**config.mk**
```make
export PLATFORM = sky130hd
export DESIGN_NAME = tcp_reno_congestion_window
export DESIGN_NICKNAME = d
export VERILOG_FILES = /design/src/rtl/cwnd_pkg.sv /design/src/rtl/cwnd_mul.sv /design/src/rtl/cwnd_div.sv /design/src/rtl/tcp_reno_congestion_window.sv
export SDC_FILE = /design/constraint.sdc
export NUM_CORES = 1
export LEC_CHECK = 0
export BUFFER_PORTS_ARGS = -buffer_cell sky130_fd_sc_hd__clkbuf_2
export CAP_MARGIN = 20
export CORE_MARGIN = 2
export CORE_UTILIZATION = 45
export CTS_BUF_LIST = sky130_fd_sc_hd__clkbuf_4
export CTS_CLUSTER_DIAMETER = 150
export CTS_CLUSTER_SIZE = 12
export DETAILED_ROUTE_END_ITERATION = 10
export PLACE_DENSITY = 0.67
export SYNTH_ARGS = -nofsm -noshare
export SYNTH_HDL_FRONTEND = slang
export SYNTH_SLANG_ARGS = --single-unit
export TNS_END_PERCENT = 10
```
**constraint.sdc**
```tcl
create_clock -name i_clk -period 3.69 [get_ports i_clk]
set_input_delay 0.738 -clock i_clk [delete_from_list [all_inputs] [get_ports i_clk]]
set_output_delay 0.738 -clock i_clk [all_outputs]
set_load 0.01 [all_outputs]
```
**src/rtl/cwnd_pkg.sv**
```systemverilog
// cwnd_pkg: shared types, constants and helper functions for the congestion window block
// no dependencies
`timescale 1ns / 1ps
`default_nettype none

package cwnd_pkg;

    localparam int WIN_BITS     = 32;
    localparam int SEG_BITS     = 16;
    localparam int PROD_BITS    = 2 * SEG_BITS;
    localparam int FIELD_BITS   = 32;
    localparam int DUP_BITS     = 8;
    localparam int CFG_IDX_BITS = 2;
    localparam int MUL_CNT_BITS = $clog2(SEG_BITS);
    localparam int DIV_CNT_BITS = $clog2(PROD_BITS);
    localparam int WIDE_BITS    = 65;

    localparam logic [WIDE_BITS-1:0] WIN_LIM =
        (WIDE_BITS'(1) << WIN_BITS) - WIDE_BITS'(1);

    localparam logic [DUP_BITS-1:0] DUP_LIMIT = DUP_BITS'(3);
    localparam logic [DUP_BITS-1:0] DUP_SAT   = {DUP_BITS{1'b1}};

    localparam logic [CFG_IDX_BITS-1:0] CFG_SEG_SIZE  = CFG_IDX_BITS'(0);
    localparam logic [CFG_IDX_BITS-1:0] CFG_INIT_WIN  = CFG_IDX_BITS'(1);
    localparam logic [CFG_IDX_BITS-1:0] CFG_INIT_THR  = CFG_IDX_BITS'(2);

    localparam logic [SEG_BITS-1:0]   RST_SEG_SIZE = SEG_BITS'(1024);
    localparam logic [FIELD_BITS-1:0] RST_INIT_WIN = FIELD_BITS'(1024);
    localparam logic [FIELD_BITS-1:0] RST_INIT_THR = FIELD_BITS'(65535);

    typedef enum logic [1:0] {
        PH_BEGIN   = 2'd0,
        PH_SLOW    = 2'd1,
        PH_AVOID   = 2'd2,
        PH_RECOVER = 2'd3
    } t_phase;

    typedef enum logic [1:0] {
        NOTE_NONE    = 2'd0,
        NOTE_SLOW    = 2'd1,
        NOTE_AVOID   = 2'd2,
        NOTE_RECOVER = 2'd3
    } t_note;

    typedef enum logic [1:0] {
        ST_IDLE,
        ST_MUL,
        ST_DIV
    } t_state;

    typedef struct packed {
        logic busy;
        logic done;
    } t_ser_status;

    function automatic logic [WIN_BITS-1:0] clamp_win(input logic [FIELD_BITS-1:0] v);
        logic [WIDE_BITS-1:0] w;
        w = WIDE_BITS'(v);
        if (w > WIN_LIM) begin
            return WIN_BITS'(WIN_LIM);
        end
        return WIN_BITS'(w);
    endfunction

    function automatic logic [WIN_BITS-1:0] sat_add(input logic [WIN_BITS-1:0] a,
                                                     input logic [WIDE_BITS-1:0] b);
        logic [WIDE_BITS-1:0] s;
        s = WIDE_BITS'(a) + b;
        if (s > WIN_LIM) begin
            return WIN_BITS'(WIN_LIM);
        end
        return WIN_BITS'(s);
    endfunction

endpackage

`default_nettype wire

```
**src/rtl/cwnd_mul.sv**
```systemverilog
// cwnd_mul: bit-serial shift-add squarer for the segment size
// depends on cwnd_pkg
`timescale 1ns / 1ps
`default_nettype none

module cwnd_mul (
    input  wire logic                           i_clk,
    input  wire logic                           i_rst_n,
    input  wire logic                           i_start,
    input  wire logic [cwnd_pkg::SEG_BITS-1:0]  i_seg,
    output cwnd_pkg::t_ser_status               o_sts,
    output logic [cwnd_pkg::PROD_BITS-1:0]      o_prod
);

    logic                              r_busy;
    logic                              r_done;
    logic [cwnd_pkg::MUL_CNT_BITS-1:0] r_cnt;
    logic [cwnd_pkg::PROD_BITS-1:0]    r_mcand;
    logic [cwnd_pkg::SEG_BITS-1:0]     r_mplier;
    logic [cwnd_pkg::PROD_BITS-1:0]    r_acc;
    logic                              last;

    assign last = (r_cnt == cwnd_pkg::MUL_CNT_BITS'(cwnd_pkg::SEG_BITS - 1));

    always_ff @(posedge i_clk) begin
        if (!i_rst_n) begin
            r_busy <= 1'b0;
            r_done <= 1'b0;
            r_cnt  <= '0;
        end else begin
            r_done <= r_busy && last;
            if (i_start) begin
                r_busy <= 1'b1;
                r_cnt  <= '0;
            end else if (r_busy) begin
                r_cnt <= r_cnt + 1'b1;
                if (last) begin
                    r_busy <= 1'b0;
                end
            end
        end
    end

    always_ff @(posedge i_clk) begin
        if (i_start) begin
            r_acc    <= '0;
            r_mcand  <= cwnd_pkg::PROD_BITS'(i_seg);
            r_mplier <= i_seg;
        end else if (r_busy) begin
            if (r_mplier[0]) begin
                r_acc <= r_acc + r_mcand;
            end
            r_mcand  <= r_mcand << 1;
            r_mplier <= r_mplier >> 1;
        end
    end

    assign o_sts.busy = r_busy;
    assign o_sts.done = r_done;
    assign o_prod     = r_acc;

endmodule

`default_nettype wire

```
**src/rtl/cwnd_div.sv**
```systemverilog
// cwnd_div: restoring divider, one quotient bit per cycle
// depends on cwnd_pkg
`timescale 1ns / 1ps
`default_nettype none

module cwnd_div (
    input  wire logic                           i_clk,
    input  wire logic                           i_rst_n,
    input  wire logic                           i_start,
    input  wire logic [cwnd_pkg::PROD_BITS-1:0] i_num,
    input  wire logic [cwnd_pkg::WIN_BITS-1:0]  i_den,
    output cwnd_pkg::t_ser_status               o_sts,
    output logic [cwnd_pkg::PROD_BITS-1:0]      o_quo
);

    logic                              r_busy;
    logic                              r_done;
    logic [cwnd_pkg::DIV_CNT_BITS-1:0] r_cnt;
    logic [cwnd_pkg::PROD_BITS-1:0]    r_num;
    logic [cwnd_pkg::WIN_BITS:0]       r_rem;
    logic [cwnd_pkg::WIN_BITS-1:0]     r_den;
    logic [cwnd_pkg::WIN_BITS:0]       rem_sh;
    logic                              q_bit;
    logic                              last;

    assign last   = (r_cnt == cwnd_pkg::DIV_CNT_BITS'(cwnd_pkg::PROD_BITS - 1));
    assign rem_sh = {r_rem[cwnd_pkg::WIN_BITS-1:0], r_num[cwnd_pkg::PROD_BITS-1]};
    assign q_bit  = (rem_sh >= {1'b0, r_den});

    always_ff @(posedge i_clk) begin
        if (!i_rst_n) begin
            r_busy <= 1'b0;
            r_done <= 1'b0;
            r_cnt  <= '0;
        end else begin
            r_done <= r_busy && last;
            if (i_start) begin
                r_busy <= 1'b1;
                r_cnt  <= '0;
            end else if (r_busy) begin
                r_cnt <= r_cnt + 1'b1;
                if (last) begin
                    r_busy <= 1'b0;
                end
            end
        end
    end

    always_ff @(posedge i_clk) begin
        if (i_start) begin
            r_num <= i_num;
            r_rem <= '0;
            r_den <= i_den;
        end else if (r_busy) begin
            r_rem <= q_bit ? (rem_sh - {1'b0, r_den}) : rem_sh;
            r_num <= {r_num[cwnd_pkg::PROD_BITS-2:0], q_bit};
        end
    end

    assign o_sts.busy = r_busy;
    assign o_sts.done = r_done;
    assign o_quo      = r_num;

endmodule

`default_nettype wire

```
**src/rtl/tcp_reno_congestion_window.sv**
```systemverilog
// tcp_reno_congestion_window: reno phase controller with serial avoidance increment
// depends on cwnd_pkg, cwnd_mul and cwnd_div
// serial increment on a new or delayed ack in avoidance with a nonzero window:
// bit-serial square of the segment size, then a restoring divide by the window
// throughput: one item per cycle when idle and output not stalled, none during an increment
// reset: synchronous active low, begin phase, zero window and threshold, config registers at defaults
`timescale 1ns / 1ps
`default_nettype none

module tcp_reno_congestion_window (
    input  wire logic                              i_clk,
    input  wire logic                              i_rst_n,
    input  wire logic                              i_cfg_we,
    input  wire logic [cwnd_pkg::CFG_IDX_BITS-1:0] i_cfg_idx,
    input  wire logic [cwnd_pkg::FIELD_BITS-1:0]   i_cfg_data,
    input  wire logic                              i_in_valid,
    output logic                                   o_in_ready,
    input  wire logic                              i_new_ack,
    input  wire logic                              i_dup_ack,
    input  wire logic                              i_timed_out,
    input  wire logic                              i_delayed_ack,
    output logic                                   o_out_valid,
    input  wire logic                              i_out_ready,
    output logic [cwnd_pkg::FIELD_BITS-1:0]        o_window,
    output logic [cwnd_pkg::FIELD_BITS-1:0]        o_threshold,
    output logic [1:0]                             o_phase,
    output logic [cwnd_pkg::DUP_BITS-1:0]          o_dup_count,
    output logic [1:0]                             o_phase_note
);

    logic [cwnd_pkg::SEG_BITS-1:0]   r_seg;
    logic [cwnd_pkg::FIELD_BITS-1:0] r_init_win;
    logic [cwnd_pkg::FIELD_BITS-1:0] r_init_thr;

    cwnd_pkg::t_state                r_state, n_state;
    cwnd_pkg::t_phase                r_phase, n_phase;
    logic [cwnd_pkg::WIN_BITS-1:0]   r_window, n_window;
    logic [cwnd_pkg::WIN_BITS-1:0]   r_thr, n_thr;
    logic [cwnd_pkg::DUP_BITS-1:0]   r_dup, n_dup;

    logic                            r_out_valid, n_out_valid;
    logic [cwnd_pkg::FIELD_BITS-1:0] r_out_window, r_out_thr;
    cwnd_pkg::t_phase                r_out_phase;
    logic [cwnd_pkg::DUP_BITS-1:0]   r_out_dup;
    cwnd_pkg::t_note                 r_out_note;

    cwnd_pkg::t_note                 note;
    logic                            load_out;
    logic                            accept;
    logic                            nack;
    logic                            serial;
    logic                            mul_start;
    logic                            div_start;

    cwnd_pkg::t_ser_status           mul_sts, div_sts;
    logic [cwnd_pkg::PROD_BITS-1:0]  prod;
    logic [cwnd_pkg::PROD_BITS-1:0]  quo;

    logic [cwnd_pkg::WIN_BITS-1:0]   half_win;
    logic [cwnd_pkg::WIDE_BITS-1:0]  seg_w;
    logic [cwnd_pkg::WIDE_BITS-1:0]  seg3_w;
    logic [cwnd_pkg::DUP_BITS-1:0]   dup_inc;

    assign o_in_ready = (r_state == cwnd_pkg::ST_IDLE) && (!r_out_valid || i_out_ready);
    assign accept     = i_in_valid && o_in_ready;
    assign nack       = i_new_ack || i_delayed_ack;

    assign half_win = r_window >> 1;
    assign seg_w    = cwnd_pkg::WIDE_BITS'(r_seg);
    assign seg3_w   = (seg_w << 1) + seg_w;
    assign dup_inc  = (r_dup == cwnd_pkg::DUP_SAT) ? r_dup : r_dup + 1'b1;

    always_ff @(posedge i_clk) begin
        if (!i_rst_n) begin
            r_seg      <= cwnd_pkg::RST_SEG_SIZE;
            r_init_win <= cwnd_pkg::RST_INIT_WIN;
            r_init_thr <= cwnd_pkg::RST_INIT_THR;
        end else if (i_cfg_we) begin
            case (i_cfg_idx)
                cwnd_pkg::CFG_SEG_SIZE: r_seg      <= i_cfg_data[cwnd_pkg::SEG_BITS-1:0];
                cwnd_pkg::CFG_INIT_WIN: r_init_win <= i_cfg_data;
                cwnd_pkg::CFG_INIT_THR: r_init_thr <= i_cfg_data;
                default: ;
            endcase
        end
    end

    always_comb begin
        n_state     = r_state;
        n_phase     = r_phase;
        n_window    = r_window;
        n_thr       = r_thr;
        n_dup       = r_dup;
        note        = cwnd_pkg::NOTE_NONE;
        serial      = 1'b0;
        load_out    = 1'b0;
        mul_start   = 1'b0;
        div_start   = 1'b0;

        case (r_state)
            cwnd_pkg::ST_IDLE: begin
                if (accept) begin
                    case (r_phase)
                        cwnd_pkg::PH_BEGIN: begin
                            n_phase  = cwnd_pkg::PH_SLOW;
                            n_window = cwnd_pkg::clamp_win(r_init_win);
                            n_thr    = cwnd_pkg::clamp_win(r_init_thr);
                        end
                        cwnd_pkg::PH_SLOW: begin
                            if (r_window >= r_thr) begin
                                n_phase = cwnd_pkg::PH_AVOID;
                                note    = cwnd_pkg::NOTE_AVOID;
                            end else if (r_dup == cwnd_pkg::DUP_LIMIT) begin
                                n_phase  = cwnd_pkg::PH_RECOVER;
                                note     = cwnd_pkg::NOTE_RECOVER;
                                n_thr    = half_win;
                                n_window = cwnd_pkg::sat_add(half_win, seg3_w);
                            end else if (nack) begin
                                n_window = cwnd_pkg::sat_add(r_window, seg_w);
                                n_dup    = '0;
                            end else if (i_dup_ack) begin
                                n_dup = dup_inc;
                            end else if (i_timed_out) begin
                                n_thr    = half_win;
                                n_window = cwnd_pkg::clamp_win(cwnd_pkg::FIELD_BITS'(r_seg));
                                n_dup    = '0;
                            end
                        end
                        cwnd_pkg::PH_AVOID: begin
                            if (i_timed_out) begin
                                n_phase  = cwnd_pkg::PH_SLOW;
                                note     = cwnd_pkg::NOTE_SLOW;
                                n_thr    = half_win;
                                n_window = cwnd_pkg::clamp_win(cwnd_pkg::FIELD_BITS'(r_seg));
                                n_dup    = '0;
                            end else if (i_dup_ack) begin
                                n_dup = dup_inc;
                            end else if (r_dup == cwnd_pkg::DUP_LIMIT) begin
                                n_phase  = cwnd_pkg::PH_RECOVER;
                                note     = cwnd_pkg::NOTE_RECOVER;
                                n_thr    = half_win;
                                n_window = cwnd_pkg::sat_add(half_win, seg3_w);
                            end else if (nack) begin
                                n_dup  = '0;
                                serial = (r_window != '0);
                            end
                        end
                        default: begin
                            if (i_timed_out) begin
                                n_phase  = cwnd_pkg::PH_SLOW;
                                note     = cwnd_pkg::NOTE_SLOW;
                                n_thr    = half_win;
                                n_window = cwnd_pkg::clamp_win(cwnd_pkg::FIELD_BITS'(r_seg));
                                n_dup    = '0;
                            end else if (nack) begin
                                n_phase  = cwnd_pkg::PH_AVOID;
                                note     = cwnd_pkg::NOTE_AVOID;
                                n_window = r_thr;
                                n_dup    = '0;
                            end else if (i_dup_ack) begin
                                n_window = cwnd_pkg::sat_add(r_window, seg_w);
                            end
                        end
                    endcase
                    if (serial) begin
                        mul_start = 1'b1;
                        n_state   = cwnd_pkg::ST_MUL;
                    end else begin
                        load_out = 1'b1;
                    end
                end
            end
            cwnd_pkg::ST_MUL: begin
                if (mul_sts.done) begin
                    div_start = 1'b1;
                    n_state   = cwnd_pkg::ST_DIV;
                end
            end
            cwnd_pkg::ST_DIV: begin
                if (div_sts.done) begin
                    n_window = cwnd_pkg::sat_add(r_window, cwnd_pkg::WIDE_BITS'(quo));
                    load_out = 1'b1;
                    n_state  = cwnd_pkg::ST_IDLE;
                end
            end
            default: begin
                n_state = cwnd_pkg::ST_IDLE;
            end
        endcase

        if (load_out) begin
            n_out_valid = 1'b1;
        end else if (i_out_ready) begin
            n_out_valid = 1'b0;
        end else begin
            n_out_valid = r_out_valid;
        end
    end

    always_ff @(posedge i_clk) begin
        if (!i_rst_n) begin
            r_state     <= cwnd_pkg::ST_IDLE;
            r_phase     <= cwnd_pkg::PH_BEGIN;
            r_window    <= '0;
            r_thr       <= '0;
            r_dup       <= '0;
            r_out_valid <= 1'b0;
        end else begin
            r_state     <= n_state;
            r_phase     <= n_phase;
            r_window    <= n_window;
            r_thr       <= n_thr;
            r_dup       <= n_dup;
            r_out_valid <= n_out_valid;
        end
    end

    always_ff @(posedge i_clk) begin
        if (load_out) begin
            r_out_window <= cwnd_pkg::FIELD_BITS'(n_window);
            r_out_thr    <= cwnd_pkg::FIELD_BITS'(n_thr);
            r_out_phase  <= n_phase;
            r_out_dup    <= n_dup;
            r_out_note   <= note;
        end
    end

    cwnd_mul u_mul (
        .i_clk   (i_clk),
        .i_rst_n (i_rst_n),
        .i_start (mul_start),
        .i_seg   (r_seg),
        .o_sts   (mul_sts),
        .o_prod  (prod)
    );

    cwnd_div u_div (
        .i_clk   (i_clk),
        .i_rst_n (i_rst_n),
        .i_start (div_start),
        .i_num   (prod),
        .i_den   (r_window),
        .o_sts   (div_sts),
        .o_quo   (quo)
    );

    assign o_out_valid  = r_out_valid;
    assign o_window     = r_out_window;
    assign o_threshold  = r_out_thr;
    assign o_phase      = r_out_phase;
    assign o_dup_count  = r_out_dup;
    assign o_phase_note = r_out_note;

    // increment path only runs in avoidance with a nonzero window
    a_serial_ctx: assert property (@(posedge i_clk) disable iff (!i_rst_n)
        (r_state != cwnd_pkg::ST_IDLE) |-> (r_phase == cwnd_pkg::PH_AVOID && r_window != '0))
        else $error("serial increment outside avoidance");

    a_mul_done: assert property (@(posedge i_clk) disable iff (!i_rst_n)
        mul_sts.done |-> (r_state == cwnd_pkg::ST_MUL && !div_sts.busy))
        else $error("multiplier done out of sequence");

    a_div_done: assert property (@(posedge i_clk) disable iff (!i_rst_n)
        div_sts.done |-> (r_state == cwnd_pkg::ST_DIV && !mul_sts.busy))
        else $error("divider done out of sequence");

    a_no_overwrite: assert property (@(posedge i_clk) disable iff (!i_rst_n)
        (load_out && r_out_valid) |-> i_out_ready)
        else $error("pending item overwritten");

endmodule

`default_nettype wire
```
==> summary.md <==
| Metric | Value |
|---|---|
| Synth Warn # | 0 |
| Top_reg_cell synth | sky130_fd_sc_hd__dfxtp_1 |
| I/O Pins | 121 |
| Average size of a mapped cell | 8.175 µm² |
| Worst slew pin tran | 1.151 ns |
| Critical path arrival | 4.20 ns |
| Highest achievable clock rate | 0.2754 GHz |
| Share of total power in sequential cells | 48.1% |
| Number of cells after detailed placement | 4,604 |
| Total DRC errors in the routed layout | 0 |
| First-pass iteration count of the detailed router | 8 |
| Number of nets in the final layout | 4,030 |
| Unrepaired setup endpoints after global routing | true |
| First-pass GRT wire length | 171,400 µm |
| Final setup vio count | 0 |
| Total negative slack for setup checks | 0 ns |
| Clock root buffer | sky130_fd_sc_hd__clkbuf_4 |
| Clk network pwr share | 23.1% |
| Synthesized net count | 3,778 |
| P_leak | 13.68 nW |
| Post-route ant nets | 0 |
| Worst hold path class | in2reg |
| Post-synthesis cell type count | 99 |
| Growth of design area from synthesis to finish | 14.06% |
| Gate Count Post-Synth | 3,549 |
| Non-filler cells, final | 4,692 |
| Met1 wire length | 47,940 µm |
| Initial antenna violation count | 5 |
| Worst path required time | 4.26 ns |
| Fill count | 6,205 |
| Total length of routed met3 wires | 10,760 µm |
| Number of max-cap violations | 0 |
| Ratio of cells with drive above 1 in the final layout | 15.78% |
| Placer Congestion | 1.013 |
| Switching pwr | 3.950 mW |
| Num Clock Sinks | 422 |
| Clock skew after layout | 0.1398 ns |
| FF+latch area | 10,200 µm² |
| Max Root-Sink Buffers | 3 |
| Wire per inst | 24.55 µm |
| Peak per-stage delay on the critical path | 0.69 ns |
| Slowest stage cell on the critical path | sky130_fd_sc_hd__dfxtp_1 |
| Final number of max-transition violations | 0 |
| Shortest period the worst path allows | 3.631 ns |
| FF-to-FF path depth | 11 |
| Type of the worst setup path | reg2reg |
| Total buffers and inverters traversed by the critical path | 1 |
| GR Overflow Total | 0 |
| DR top layer | met5 |
| Detail Placement HPWL | 87,060 µm |
| Most common cell on crit path | sky130_fd_sc_hd__a31oi_1 |
| Via/cell ratio | 6.287 |
| Switch share | 35.07% |
| Via count | 29,499 |
| Number of buffers inserted by port buffering | 120 |
| Asr flop ratio synth | 0% |
| Overall Global Routing Usage | 33.63% |
| Multi-input gate area in the final layout | 17,730 µm² |
| Quantity of hold-fixing buffers added after cts | 0 |
| Starting density of the core | 45.25% |
| Number of clock buffers inserted by TritonCTS | 41 |
| Sequential-to-total area share from yosys stat | 35.05% |
| Cell Area, Synth | 29,010 µm² |
| Cell-by-cell listing of the critical path | ha_1 > nand4_1 > nor3_1 > nand2_1 > a31oi_1 > nor3_4 > buf_4 > a31oi_1 > a21oi_1 > o31ai_1 > nand3_1 |
| Detailed Route WL | 115,200 µm |
| Number of synthesized flops with an enable pin | 172 |
| Maximum fanout along the worst path | 11 |
| Post-route clock period utilization | 98.40% |
| Clock-pin slew of the registers on the worst-case setup and hold paths | 0.19 ns |
| Outcome | completed |
| Maximum number of pins on one net before global-route repair | 56 |
| Post-place setup slack | -0.1258 ns |
| Height of the die | 257.9 µm |
| Met2 wire length | 50,790 µm |
| Number of cells on the critical path | 11 |
| Drt first-iter violations | 3,136 |
| Hold depth | 3 |
| Die area | 66,520 µm² |
| Via count of the first global-routing pass | 27,479 |
| Share of power burned in combinational logic | 28.9% |
| Final-report hold violation count | 0 |
| Total number of H-tree levels | 2 |
| Internal power component | 7.313 mW |
| Synthesis-stage register bit count | 422 |
| Clock network latency to the later pin of the worst-skew pair | 0.90 ns |
| Die boundary width | 257.9 µm |
| TritonCTS clock tree | built |
| Peak VDD IR | 0.0002794 V |
| Kind of end point of the critical path | flop |
| Element type at the critical path start | flop |
| Final WS setup | 0.05918 ns |
| Family with the most delay on the worst path | compound AO/OA/AOI/OAI gates |
| Rows | 93 |
| Ratio of total power to cell area | 340.3 nW/µm² |
| Relative max-transition margin | 22.99% |
| Standard cell core area | 64,120 µm² |
cells by family (layout without fill, tap and decap cells):
kind of cell    Yosys count  in the layout  share of synthesized area (%)
compound gates         1151           1151                          26.03
xor+xnor                 99             99                          2.988
fa+ha+maj               186            186                          8.539
buf+inv                 324            608                          4.489
flops                   422            422                          35.05
mux                      53             53                          1.850
other cells               0              4                              0
simple gates           1314           1314                          21.06
synth_stat cells, types with 20 or more instances:
cell type / n / area, µm²
sky130_fd_sc_hd__a211oi_1: 38 / 285.3
sky130_fd_sc_hd__a21o_1: 65 / 488.0
sky130_fd_sc_hd__a21oi_1: 355 / 1777
sky130_fd_sc_hd__a221o_1: 31 / 310.3
sky130_fd_sc_hd__a2bb2oi_1: 29 / 254.0
sky130_fd_sc_hd__a31oi_1: 66 / 412.9
sky130_fd_sc_hd__and2_1: 76 / 475.5
sky130_fd_sc_hd__and3_1: 37 / 231.5
sky130_fd_sc_hd__buf_2: 30 / 150.1
sky130_fd_sc_hd__clkbuf_1: 160 / 600.6
sky130_fd_sc_hd__dfxtp_1: 250 / 5005
sky130_fd_sc_hd__edfxtp_1: 172 / 5165
sky130_fd_sc_hd__fa_1: 20 / 400.4
sky130_fd_sc_hd__ha_1: 166 / 2077
sky130_fd_sc_hd__inv_1: 106 / 397.9
sky130_fd_sc_hd__mux2i_1: 48 / 480.5
sky130_fd_sc_hd__nand2_1: 595 / 2233
sky130_fd_sc_hd__nand2b_1: 28 / 175.2
sky130_fd_sc_hd__nand3_1: 112 / 560.5
sky130_fd_sc_hd__nand4_1: 33 / 206.5
sky130_fd_sc_hd__nor2_1: 216 / 810.8
sky130_fd_sc_hd__nor2b_1: 21 / 131.4
sky130_fd_sc_hd__nor3_1: 73 / 365.4
sky130_fd_sc_hd__nor4_1: 27 / 168.9
sky130_fd_sc_hd__o211ai_1: 40 / 300.3
sky130_fd_sc_hd__o21a_1: 34 / 255.2
sky130_fd_sc_hd__o21ai_0: 230 / 1151
sky130_fd_sc_hd__o31ai_1: 22 / 165.2
sky130_fd_sc_hd__xnor2_1: 62 / 543.0
sky130_fd_sc_hd__xor2_1: 37 / 324.1
stage by stage:
step,power [mW],utilization (%),cell area (µm²),hold WS (ns)
2_1_floorplan,7.528,-,29020,0.4318
3_3_place_gp,8.617,50.33,32270,0.4392
3_5_place_dp,8.642,50.33,32270,0.4430
4_1_cts,11.23,51.29,32880,0.01495
5_1_grt,11.81,51.61,33090,0.05612
6_report,11.26,51.61,33090,0.05362
layout make-up:
type | count | share of cell area, %
antenna | 4 | 0.03025
tap | 855 | 3.233
inverter | 108 | 1.225
sequential | 422 | 30.82
timing repair buffer | 425 | 9.399
multi-input combinational | 2803 | 53.59
clock inverter | 3 | 0.07184
clock buffer | 72 | 1.633
placed cells by master, fill, tap and decap left out, types with 13 or more instances in the layout:
master,count
sky130_fd_sc_hd__a211oi_1,37
sky130_fd_sc_hd__xor2_1,37
sky130_fd_sc_hd__a222oi_1,13
sky130_fd_sc_hd__inv_1,105
sky130_fd_sc_hd__nor2b_1,21
sky130_fd_sc_hd__a2bb2oi_1,29
sky130_fd_sc_hd__a22oi_1,13
sky130_fd_sc_hd__o31ai_1,21
sky130_fd_sc_hd__a21o_1,65
sky130_fd_sc_hd__o211ai_1,40
sky130_fd_sc_hd__clkbuf_2,120
sky130_fd_sc_hd__nor3b_1,14
sky130_fd_sc_hd__nand2_1,594
sky130_fd_sc_hd__o21ai_0,224
sky130_fd_sc_hd__nand3_1,110
sky130_fd_sc_hd__a31oi_1,66
sky130_fd_sc_hd__a221o_1,31
sky130_fd_sc_hd__a21oi_1,352
sky130_fd_sc_hd__fa_1,18
sky130_fd_sc_hd__ha_1,163
sky130_fd_sc_hd__o2111ai_1,16
sky130_fd_sc_hd__dfxtp_1,230
sky130_fd_sc_hd__buf_12,15
sky130_fd_sc_hd__and2_1,76
sky130_fd_sc_hd__edfxtp_1,172
sky130_fd_sc_hd__and3_1,37
sky130_fd_sc_hd__clkbuf_4,72
sky130_fd_sc_hd__xnor2_1,62
sky130_fd_sc_hd__o21a_1,34
sky130_fd_sc_hd__nor2_1,212
sky130_fd_sc_hd__nor4_1,26
sky130_fd_sc_hd__mux2i_1,48
sky130_fd_sc_hd__dfxtp_2,18
sky130_fd_sc_hd__nor3_1,71
sky130_fd_sc_hd__nand4_1,33
sky130_fd_sc_hd__nand2b_1,28
sky130_fd_sc_hd__buf_4,285
sky130_fd_sc_hd__a211o_1,14
sky130_fd_sc_hd__or3_1,19
final timing paths:
kind | end | start | slack, ns
worst max register to register | o_window[22] | r_window[23] | 0.06
worst min register to register | r_state[0] | u_mul.r_done | 0.43
worst max-delay path | o_window[22] | r_window[23] | 0.06
worst min-delay path | r_init_thr[16] | i_cfg_data[16] | 0.05
power groups by stage:
stage | Sequential (mW) | Clock [mW] | Combinational, mW
after global routing | 5.44 | 2.83 | 3.53
after floorplan | 5.47 | 0 | 2.05
final | 5.41 | 2.60 | 3.25
after CTS | 5.41 | 2.67 | 3.15
after global placement | 5.51 | 0 | 3.11
after detailed placement | 5.51 | 0 | 3.13
worst min-delay path, delay by kind of cell:
| kind | cells | cell delay [ns] |
|---|---|---|
| buffers and inverters | 1 | 0.09 |
| and+or+nand+nor | 1 | 0.05 |
| AOI/OAI and AO/OA | 1 | 0.05 |
layer usage:
metal	GRT usage, %	vias up
met3	6.861	341
li1	-	13615
met5	0	-
met2	52.97	1463
met1	44.91	14076
met4	14.15	4
repair_timing:
action                                  4_1_cts  5_1_grt
gates cloned                                  0        2
buffers inserted                              4        3
resized for setup                             8       48
endpoints found under the hold margin         0        0
pin swaps                                     5       22
endpoints found under the setup margin        8       34
Power figures use the tool's default switching activity.
